## src/rtl/prq_pkg.sv

```systemverilog
// Package with the entry type, request and status codes of the priority run queue.
`timescale 1ns / 1ps

package prq_pkg;

  localparam int unsigned QueueDepthDefault = 64;
  localparam int unsigned TaskW = 16;
  localparam int unsigned PrioW = 2;

  typedef enum logic [1:0] {
    REQ_ADD    = 2'd0,
    REQ_REMOVE = 2'd1,
    REQ_PICK   = 2'd2,
    REQ_STEAL  = 2'd3
  } req_e;

  typedef enum logic [2:0] {
    ST_DONE   = 3'd0,
    ST_FULL   = 3'd1,
    ST_DUP    = 3'd2,
    ST_ABSENT = 3'd3,
    ST_EMPTY  = 3'd4
  } status_e;

  localparam logic [PrioW-1:0] PrioHigh = 2'd0;
  localparam logic [PrioW-1:0] PrioLow  = 2'd2;
  localparam logic [PrioW-1:0] PrioNone = 2'd3;

  typedef struct packed {
    logic [PrioW-1:0] prio;
    logic [TaskW-1:0] task_id;
  } entry_t;

  typedef struct packed {
    logic [TaskW-1:0] picked;
    status_e          status;
  } result_t;

endpackage

```

## src/rtl/prq_mem.sv

```systemverilog
// Single-port-write, single-port-read queue memory with registered read data.
`timescale 1ns / 1ps

module prq_mem
  import prq_pkg::*;
#(
  parameter int unsigned QUEUE_DEPTH = QueueDepthDefault,
  parameter int unsigned AW = $clog2(QUEUE_DEPTH)
) (
  input  logic          clk_i,
  input  logic          wr_en_i,
  input  logic [AW-1:0] wr_addr_i,
  input  entry_t        wr_data_i,
  input  logic          rd_en_i,
  input  logic [AW-1:0] rd_addr_i,
  output entry_t        rd_data_o
);

  entry_t mem_q [QUEUE_DEPTH];
  entry_t rd_data_q;

  always_ff @(posedge clk_i) begin
    if (wr_en_i) begin
      mem_q[wr_addr_i] <= wr_data_i;
    end
  end

  always_ff @(posedge clk_i) begin
    if (rd_en_i) begin
      rd_data_q <= mem_q[rd_addr_i];
    end
  end

  assign rd_data_o = rd_data_q;

endmodule

```

## src/rtl/prq_ctrl.sv

```systemverilog
// Request sequencer: scans the queue memory, appends, and closes gaps by shifting.
`timescale 1ns / 1ps

module prq_ctrl
  import prq_pkg::*;
#(
  parameter int unsigned QUEUE_DEPTH = QueueDepthDefault,
  parameter int unsigned AW = $clog2(QUEUE_DEPTH),
  parameter int unsigned CW = $clog2(QUEUE_DEPTH + 1)
) (
  input  logic             clk_i,
  input  logic             rst_ni,
  input  logic             start_i,
  input  req_e             req_i,
  input  logic [TaskW-1:0] task_id_i,
  input  logic [PrioW-1:0] task_priority_i,
  input  logic [TaskW-1:0] running_task_i,
  output logic             idle_o,
  output logic             res_valid_o,
  input  logic             res_ready_i,
  output result_t          res_o,
  output logic [CW-1:0]    count_o,
  output logic             wr_en_o,
  output logic [AW-1:0]    wr_addr_o,
  output entry_t           wr_data_o,
  output logic             rd_en_o,
  output logic [AW-1:0]    rd_addr_o,
  input  entry_t           rd_data_i
);

  typedef enum logic [1:0] {
    S_IDLE,
    S_SCAN,
    S_SHIFT,
    S_FINISH
  } state_e;

  localparam logic [CW-1:0] DepthCount = CW'(QUEUE_DEPTH);

  state_e           state_q;
  req_e             req_q;
  logic [TaskW-1:0] id_q;
  logic [PrioW-1:0] prio_q;
  logic [TaskW-1:0] run_q;
  logic [CW-1:0]    count_q;
  logic [CW-1:0]    ra_q;
  logic             rv_q;
  logic [AW-1:0]    ri_q;
  logic             found_q;
  logic [AW-1:0]    pos_q;
  logic [PrioW-1:0] best_q;
  logic [TaskW-1:0] picked_q;
  status_e          status_q;

  logic scan_end;
  logic shift_end;
  logic skip_hit;

  assign rd_en_o   = ((state_q == S_SCAN) || (state_q == S_SHIFT)) && (ra_q < count_q);
  assign rd_addr_o = ra_q[AW-1:0];
  assign scan_end  = (state_q == S_SCAN) && !rd_en_o && !rv_q;
  assign shift_end = (state_q == S_SHIFT) && !rd_en_o && !rv_q;
  assign skip_hit  = (req_q == REQ_STEAL) && (rd_data_i.task_id == run_q);

  always_comb begin
    wr_en_o   = 1'b0;
    wr_addr_o = count_q[AW-1:0];
    wr_data_o = '{prio: prio_q, task_id: id_q};
    if (scan_end && (req_q == REQ_ADD) && !found_q) begin
      wr_en_o = 1'b1;
    end else if ((state_q == S_SHIFT) && rv_q) begin
      wr_en_o   = 1'b1;
      wr_addr_o = ri_q - AW'(1);
      wr_data_o = rd_data_i;
    end
  end

  always_ff @(posedge clk_i or negedge rst_ni) begin
    if (!rst_ni) begin
      state_q <= S_IDLE;
      count_q <= '0;
      rv_q    <= 1'b0;
      found_q <= 1'b0;
    end else begin
      unique case (state_q)
        S_IDLE: begin
          if (start_i) begin
            req_q    <= req_i;
            id_q     <= task_id_i;
            prio_q   <= (task_priority_i == PrioNone) ? PrioLow : task_priority_i;
            run_q    <= running_task_i;
            ra_q     <= '0;
            rv_q     <= 1'b0;
            found_q  <= 1'b0;
            best_q   <= PrioNone;
            picked_q <= '0;
            pos_q    <= '0;
            status_q <= ST_DONE;
            if ((req_i == REQ_ADD) && (count_q == DepthCount)) begin
              status_q <= ST_FULL;
              state_q  <= S_FINISH;
            end else begin
              state_q <= S_SCAN;
            end
          end
        end
        S_SCAN: begin
          rv_q <= rd_en_o;
          ri_q <= ra_q[AW-1:0];
          if (rd_en_o) begin
            ra_q <= ra_q + CW'(1);
          end
          if (rv_q) begin
            case (req_q)
              REQ_ADD, REQ_REMOVE: begin
                if (!found_q && (rd_data_i.task_id == id_q)) begin
                  found_q <= 1'b1;
                  pos_q   <= ri_q;
                end
              end
              default: begin
                if (!skip_hit && (rd_data_i.prio < best_q)) begin
                  found_q  <= 1'b1;
                  best_q   <= rd_data_i.prio;
                  pos_q    <= ri_q;
                  picked_q <= rd_data_i.task_id;
                end
              end
            endcase
          end
          if (scan_end) begin
            case (req_q)
              REQ_ADD: begin
                if (found_q) begin
                  status_q <= ST_DUP;
                end else begin
                  count_q <= count_q + CW'(1);
                end
                state_q <= S_FINISH;
              end
              REQ_REMOVE: begin
                if (found_q) begin
                  ra_q    <= CW'(pos_q) + CW'(1);
                  state_q <= S_SHIFT;
                end else begin
                  status_q <= ST_ABSENT;
                  state_q  <= S_FINISH;
                end
              end
              default: begin
                if (found_q) begin
                  ra_q    <= CW'(pos_q) + CW'(1);
                  state_q <= S_SHIFT;
                end else begin
                  status_q <= ST_EMPTY;
                  picked_q <= '0;
                  state_q  <= S_FINISH;
                end
              end
            endcase
          end
        end
        S_SHIFT: begin
          rv_q <= rd_en_o;
          ri_q <= ra_q[AW-1:0];
          if (rd_en_o) begin
            ra_q <= ra_q + CW'(1);
          end
          if (shift_end) begin
            count_q <= count_q - CW'(1);
            state_q <= S_FINISH;
          end
        end
        S_FINISH: begin
          if (res_ready_i) begin
            state_q <= S_IDLE;
          end
        end
        default: begin
          state_q <= S_IDLE;
        end
      endcase
    end
  end

  assign idle_o      = (state_q == S_IDLE);
  assign res_valid_o = (state_q == S_FINISH);
  assign res_o       = '{picked: picked_q, status: status_q};
  assign count_o     = count_q;

endmodule

```

## src/rtl/priority_run_queue.sv

```systemverilog
// Top level of the priority run queue: sequencer, queue memory and output register.
`timescale 1ns / 1ps
//
// Channels: an input channel (in_valid_i/in_ready_o) carries one request per
// transaction: add, remove, best pick or steal pick, with task id, priority
// and the running task. The output channel (out_valid_o/out_ready_i) returns
// exactly one result transaction per request: picked task, status and the
// entry count after the request.
// Operation: a request sweeps the queue memory once, one entry per cycle, and
// a remove or pick then shifts the entries behind the removed one down, one
// per cycle, through the same read and write ports. An add to a full queue
// skips the sweep and returns its full status directly.
// One request is in work at a time; in_ready_o is high while the sequencer
// is idle, also while a finished result waits in the output register.
// Reset: the entry count clears; the queue memory is not cleared, as entries
// at or above the count are never read. No clearing pass is needed.
// Stall: a held result keeps the output register; the next result waits in
// the sequencer until the register frees, and input is then held off.

module priority_run_queue
  import prq_pkg::*;
#(
  parameter int unsigned QUEUE_DEPTH = QueueDepthDefault,
  parameter int unsigned AW = $clog2(QUEUE_DEPTH),
  parameter int unsigned CW = $clog2(QUEUE_DEPTH + 1)
) (
  input  logic             clk_i,
  input  logic             rst_ni,
  input  logic             in_valid_i,
  output logic             in_ready_o,
  input  logic [1:0]       req_type_i,
  input  logic [TaskW-1:0] task_id_i,
  input  logic [PrioW-1:0] task_priority_i,
  input  logic [TaskW-1:0] running_task_i,
  output logic             out_valid_o,
  input  logic             out_ready_i,
  output logic [TaskW-1:0] picked_task_o,
  output logic [2:0]       status_o,
  output logic [CW-1:0]    entry_count_o
);

  logic             idle;
  logic             start;
  logic             res_valid;
  logic             slot_free;
  result_t          res;
  logic [CW-1:0]    count;
  logic             wr_en;
  logic [AW-1:0]    wr_addr;
  entry_t           wr_data;
  logic             rd_en;
  logic [AW-1:0]    rd_addr;
  entry_t           rd_data;

  logic             out_valid_q;
  logic [TaskW-1:0] picked_q;
  status_e          status_q;
  logic [CW-1:0]    count_q;

  assign in_ready_o = idle;
  assign start      = in_valid_i && idle;
  assign slot_free  = !out_valid_q || out_ready_i;

  prq_ctrl #(
    .QUEUE_DEPTH(QUEUE_DEPTH),
    .AW         (AW),
    .CW         (CW)
  ) u_ctrl (
    .clk_i          (clk_i),
    .rst_ni         (rst_ni),
    .start_i        (start),
    .req_i          (req_e'(req_type_i)),
    .task_id_i      (task_id_i),
    .task_priority_i(task_priority_i),
    .running_task_i (running_task_i),
    .idle_o         (idle),
    .res_valid_o    (res_valid),
    .res_ready_i    (slot_free),
    .res_o          (res),
    .count_o        (count),
    .wr_en_o        (wr_en),
    .wr_addr_o      (wr_addr),
    .wr_data_o      (wr_data),
    .rd_en_o        (rd_en),
    .rd_addr_o      (rd_addr),
    .rd_data_i      (rd_data)
  );

  prq_mem #(
    .QUEUE_DEPTH(QUEUE_DEPTH),
    .AW         (AW)
  ) u_mem (
    .clk_i    (clk_i),
    .wr_en_i  (wr_en),
    .wr_addr_i(wr_addr),
    .wr_data_i(wr_data),
    .rd_en_i  (rd_en),
    .rd_addr_i(rd_addr),
    .rd_data_o(rd_data)
  );

  always_ff @(posedge clk_i or negedge rst_ni) begin
    if (!rst_ni) begin
      out_valid_q <= 1'b0;
    end else if (res_valid && slot_free) begin
      out_valid_q <= 1'b1;
    end else if (out_ready_i) begin
      out_valid_q <= 1'b0;
    end
  end

  always_ff @(posedge clk_i) begin
    if (res_valid && slot_free) begin
      picked_q <= res.picked;
      status_q <= res.status;
      count_q  <= count;
    end
  end

  assign out_valid_o   = out_valid_q;
  assign picked_task_o = picked_q;
  assign status_o      = status_q;
  assign entry_count_o = count_q;

  a_count_bound: assert property (@(posedge clk_i) disable iff (!rst_ni)
    out_valid_o |-> (entry_count_o <= CW'(QUEUE_DEPTH)))
    else $error("entry count above queue depth");

  a_full_count: assert property (@(posedge clk_i) disable iff (!rst_ni)
    (out_valid_o && (status_o == ST_FULL)) |-> (entry_count_o == CW'(QUEUE_DEPTH)))
    else $error("full status with free entries");

  a_fail_no_pick: assert property (@(posedge clk_i) disable iff (!rst_ni)
    (out_valid_o && (status_o != ST_DONE)) |-> (picked_task_o == '0))
    else $error("failed request returned a task");

  a_one_in_work: assert property (@(posedge clk_i) disable iff (!rst_ni)
    (in_valid_i && in_ready_o) |=> !in_ready_o)
    else $error("second request taken while one is in work");

endmodule

```

## config.mk

```make
export PLATFORM = sky130hd
export DESIGN_NAME = priority_run_queue
export DESIGN_NICKNAME = d
export VERILOG_FILES = /design/src/rtl/prq_pkg.sv /design/src/rtl/prq_mem.sv /design/src/rtl/prq_ctrl.sv /design/src/rtl/priority_run_queue.sv
export SDC_FILE = /design/constraint.sdc
export NUM_CORES = 1
export LEC_CHECK = 0
export BUFFER_PORTS_ARGS = -buffer_cell sky130_fd_sc_hd__buf_4
export CORE_MARGIN = 2
export CORE_UTILIZATION = 61
export DETAILED_ROUTE_END_ITERATION = 8
export GPL_ROUTABILITY_DRIVEN = 0
export GPL_TIMING_DRIVEN = 0
export PLACE_DENSITY_LB_ADDON = 0.1
export SETUP_SLACK_MARGIN = 0.4
export SLEW_MARGIN = 20
export SYNTH_ARGS = -nofsm -noshare
export SYNTH_HDL_FRONTEND = slang
export SYNTH_SLANG_ARGS = --single-unit
```

## constraint.sdc

```tcl
create_clock -name clk_i -period 8.2 [get_ports clk_i]
set_input_delay 0 -clock clk_i [delete_from_list [all_inputs] [get_ports clk_i]]
set_output_delay 0 -clock clk_i [all_outputs]
set_load 0.005 [all_outputs]
```

==> impl_metrics.csv <==
group,metric,value,unit
timing,fin_worst_skew,0.0175,ns
route,drtPass1Iterations,6,
cells_and_area,syn_to_final_growth,16.1,%
synth,synth_seq_cells,1284,
synth,synth.area.top_cells,"edfxtp_1 (76%), mux4_2 (16%), mux2i_1 (0.90%), nor2_1 (0.87%), dfrtp_1 (0.60%)",
synth,syn_area_per_cell,22.4,um^2
pwr,vdd_ir_drop_max,0.000235,V
synth,yosysMostFrequentCell,"edfxtp_1",
route,postRouteAntennaNets,0,
cts,cts_max_path_buffers,3,
cells_and_area,fin_nets,2603,
placement,place_inst,3410,
cts,htreeDepth,4,
worst_setup_path,cpMaxStageDelayCell,"nor2_4",
synth,yosysTopAreaCellShare,76.3,%
worst_setup_path,ff2ff_setup_slack,3.60,ns
timing,slew-limit-headroom,19.8,%
worst_setup_path,rr_worst_depth,11,
synth,yosys_warnings,0,
worst_setup_path,crit_chain,"inv_1 > ha_1 > clkbuf_1 > nor2b_1 > o21ai_0 > a21o_1 > inv_2 > buf_4 > o32ai_1 > nand2_1 > nor2_4",
global_route,grt_usage,31.9,%
cts,clock-root-buffer,"clkbuf_16",
floorplan,initial_core_util,61.3,%
floorplan,core-area,81700,um^2
cells_and_area,final_area,58100,um^2
floorplan,die_w,291,um
synth,ys_types,55,
pwr,p_leak,18.4,nW
timing,slew_violations,0,
timing,fin_tns_setup,0,ns
synth,yosys_most_used_dff,"edfxtp_1",
worst_setup_path,startpoint,"u_ctrl.state_q[0]",
placement,place_area,53200,um^2
worst_setup_path,crit_path_start_kind,"flip-flop",
worst_setup_path,crit_fanout,27,
cells_and_area,drive_gt1_share,29.3,%
outcome,status,"finished clean",
global_route,grt_start_max_net_pins,65,
synth,seq_area_frac_synth,76.9,%
hold_path,hold_class,"in2reg",
worst_setup_path,cp.required,8.54,ns
timing,fin_crit,4.60,ns
cts,path_clk_slew,0.06,ns
route,dr_total_vias,25400,
timing,rsz0062_at_grt,"no",
floorplan,die_h,291,um
synth,synth_common_cells,"edfxtp_1 (1272), mux4_2 (348), nor2_1 (116)",
synth,postSynthCellCount,2237,
placement,io_buffers,67,
worst_setup_path,timing.rr.end,"u_mem.mem_q[3][13]",
floorplan,io_pins,68,
worst_setup_path,reg2reg_from,"u_ctrl.state_q[0]",
synth,syn_area,50100,um^2
synth,async_reset_ff_share,0.935,%
floorplan,num_rows,105,
global_route,grt_overflow_total,0,
synth,yosysTopAreaCell,"edfxtp_1",
pwr,power.density,337,nW/um^2
floorplan,die-area,84400,um^2
placement,hpwl,83400,um
route,via_per_inst,6.84,
worst_setup_path,worst_setup_path_end_kind,"flip-flop",
cts,clk_latency,0.73,ns
timing,period_share,56.1,%
timing,fmax,0.217,GHz
route,drc,0,
global_route,grt_pass1_vias,25600,
route,routed_wl,132000,um
timing,setup_violations,0,
cts,cts_tree,"done",
worst_setup_path,cp.depth,11,
worst_setup_path,critical_path.top_delay_family,"simple AND/OR/NAND/NOR gates",
route,drtIter0Drc,3595,
synth,synth_edf_count,1272,
global_route,grt_pass1_wl,186000,um
cells_and_area,stdcell_count,3713,
timing,worst_pin_slew,1.20,ns
synth,syn_nets,2297,
cts,cts_buffers,132,
global_route,antenna_found_initial,6,
worst_setup_path,slowest_delay,0.90,ns
worst_setup_path,criticalPathCategory,"reg2reg",
cts,numClockSinks,1284,
timing,finalHoldViolations,0,
route,wire_per_inst,35.5,um
worst_setup_path,cp.arrival,4.94,ns
run,max-cap-violations,0,
worst_setup_path,crit_path_end,"u_mem.mem_q[3][13]",
cts,cts_setup_buffers,0,
worst_setup_path,path_buf_inv,4,
## flip-flops by register name (all words and copies together), names as in the netlist
| register | flops |
|---|---|
| out_valid_o | 1 |
| u_ctrl.picked_q | 16 |
| u_ctrl.found_q | 1 |
| u_ctrl.rv_q | 1 |
| u_ctrl.state_q | 2 |
| u_ctrl.best_q | 2 |
| u_ctrl.prio_q | 2 |
| u_ctrl.status_q | 3 |
| u_ctrl.ri_q | 6 |
| u_ctrl.pos_q | 6 |
| entry_count_o | 7 |
| u_ctrl.req_q | 2 |
| u_ctrl.count_o | 7 |
| u_ctrl.ra_q | 7 |
| u_ctrl.run_q | 16 |
| status_o | 3 |
| picked_task_o | 16 |
| u_ctrl.id_q | 16 |
| u_mem.rd_data_o | 18 |
| u_mem.mem_q | 1152 |
## per-layer routing
| metal | vias up | wire (um) | global-route usage, % |
|---|---|---|---|
| li1 | 10000 | - | - |
| met1 | 13400 | 48700 | 44.2 |
| met3 | 330 | 14400 | 8.16 |
| met2 | 1605 | 62200 | 49.2 |
| met4 | 10 | 6460 | 13.6 |
| met5 | - | 64 | 0 |
## power by group
part	switching [mW]	internal (mW)	total (mW)	leakage, nW
Sequential	0.241	7.86	8.10	11.6
Combinational	3.51	2.24	5.75	4.79
Clock	2.51	3.26	5.77	2.01
Total	6.26	13.4	19.6	18.4
## final cells by class
class / count / area, um^2
antenna: 1 / 2.50
buffer: 104 / 493
clock buffer: 161 / 3460
clock inverter: 72 / 671
fill: 4754 / 23600
inverter: 17 / 63.8
multi-input combinational: 832 / 11600
sequential: 1284 / 38500
tap: 1070 / 1340
timing repair buffer: 172 / 2030
## logic make-up after synthesis
family	synth area share, %
AO/OA/AOI/OAI	1.42
XOR/XNOR	0.875
adder cells (fa/ha/maj)	0.515
buffers and inverters	1.09
flip-flops	76.9
multiplexers	17.0
AND/OR/NAND/NOR	2.19
## stage by stage
stage	util (%)	hold slack, ns	power [mW]	worst slack, ns
after floorplan	-	-0.296	11.6	4.76
after global placement	63.5	-0.128	13.6	2.77
after detailed placement	65.2	-0.129	13.8	3.70
after CTS	71.1	0.00120	19.6	3.68
after global routing	71.1	0.0181	20.2	3.38
final	71.1	0.0292	19.6	3.60
## repair_timing
| action | CTS | global route |
|---|---|---|
| hold endpoints to repair | 82 | 0 |
| resized for setup | 0 | 0 |
| hold buffers | 69 | 0 |
## cell usage in the layout (no fill, tap or decap), types with 16 or more instances in the layout
master	Yosys	routed
edfxtp_1	1272	1272
o21ai_0	30	30
buf_4	4	71
dlygate4sd3_1	0	69
mux4_2	348	348
xnor2_1	28	28
nand2_1	42	42
ha_1	19	19
mux2_4	0	17
clkbuf_16	0	134
buf_16	0	22
nor2_4	0	58
mux2i_1	45	45
a22oi_1	18	18
clkinv_1	0	35
nor2_1	116	52
buf_2	36	40
xor2_1	22	22
clkbuf_1	43	63
inv_1	16	16
## how the worst min path moves through the flow
stage | from | to | slack, ns | cells after the start
floorplan | rst_ni | out_valid_o | -0.30 | 0
finish | req_type_i[1] | u_ctrl.req_q[1] | 0.03 | 2
detailed placement | rst_ni | u_ctrl.count_o[4] | -0.13 | 1
CTS | req_type_i[1] | u_ctrl.req_q[1] | 0.001 | 2
global placement | rst_ni | u_ctrl.count_o[1] | -0.13 | 1
global route | req_type_i[0] | u_ctrl.req_q[0] | 0.02 | 2
## worst reg2reg max path, stage by stage (launching register included)
cell      delay, ns
dfrtp_1        0.39
inv_1          0.10
ha_1           0.29
clkbuf_1       0.21
nor2b_1        0.20
o21ai_0        0.11
a21o_1         0.20
inv_2          0.09
buf_4          0.26
o32ai_1        0.69
nand2_1        0.77
nor2_4         0.90
No activity file was read; power rests on OpenSTA's default activity.
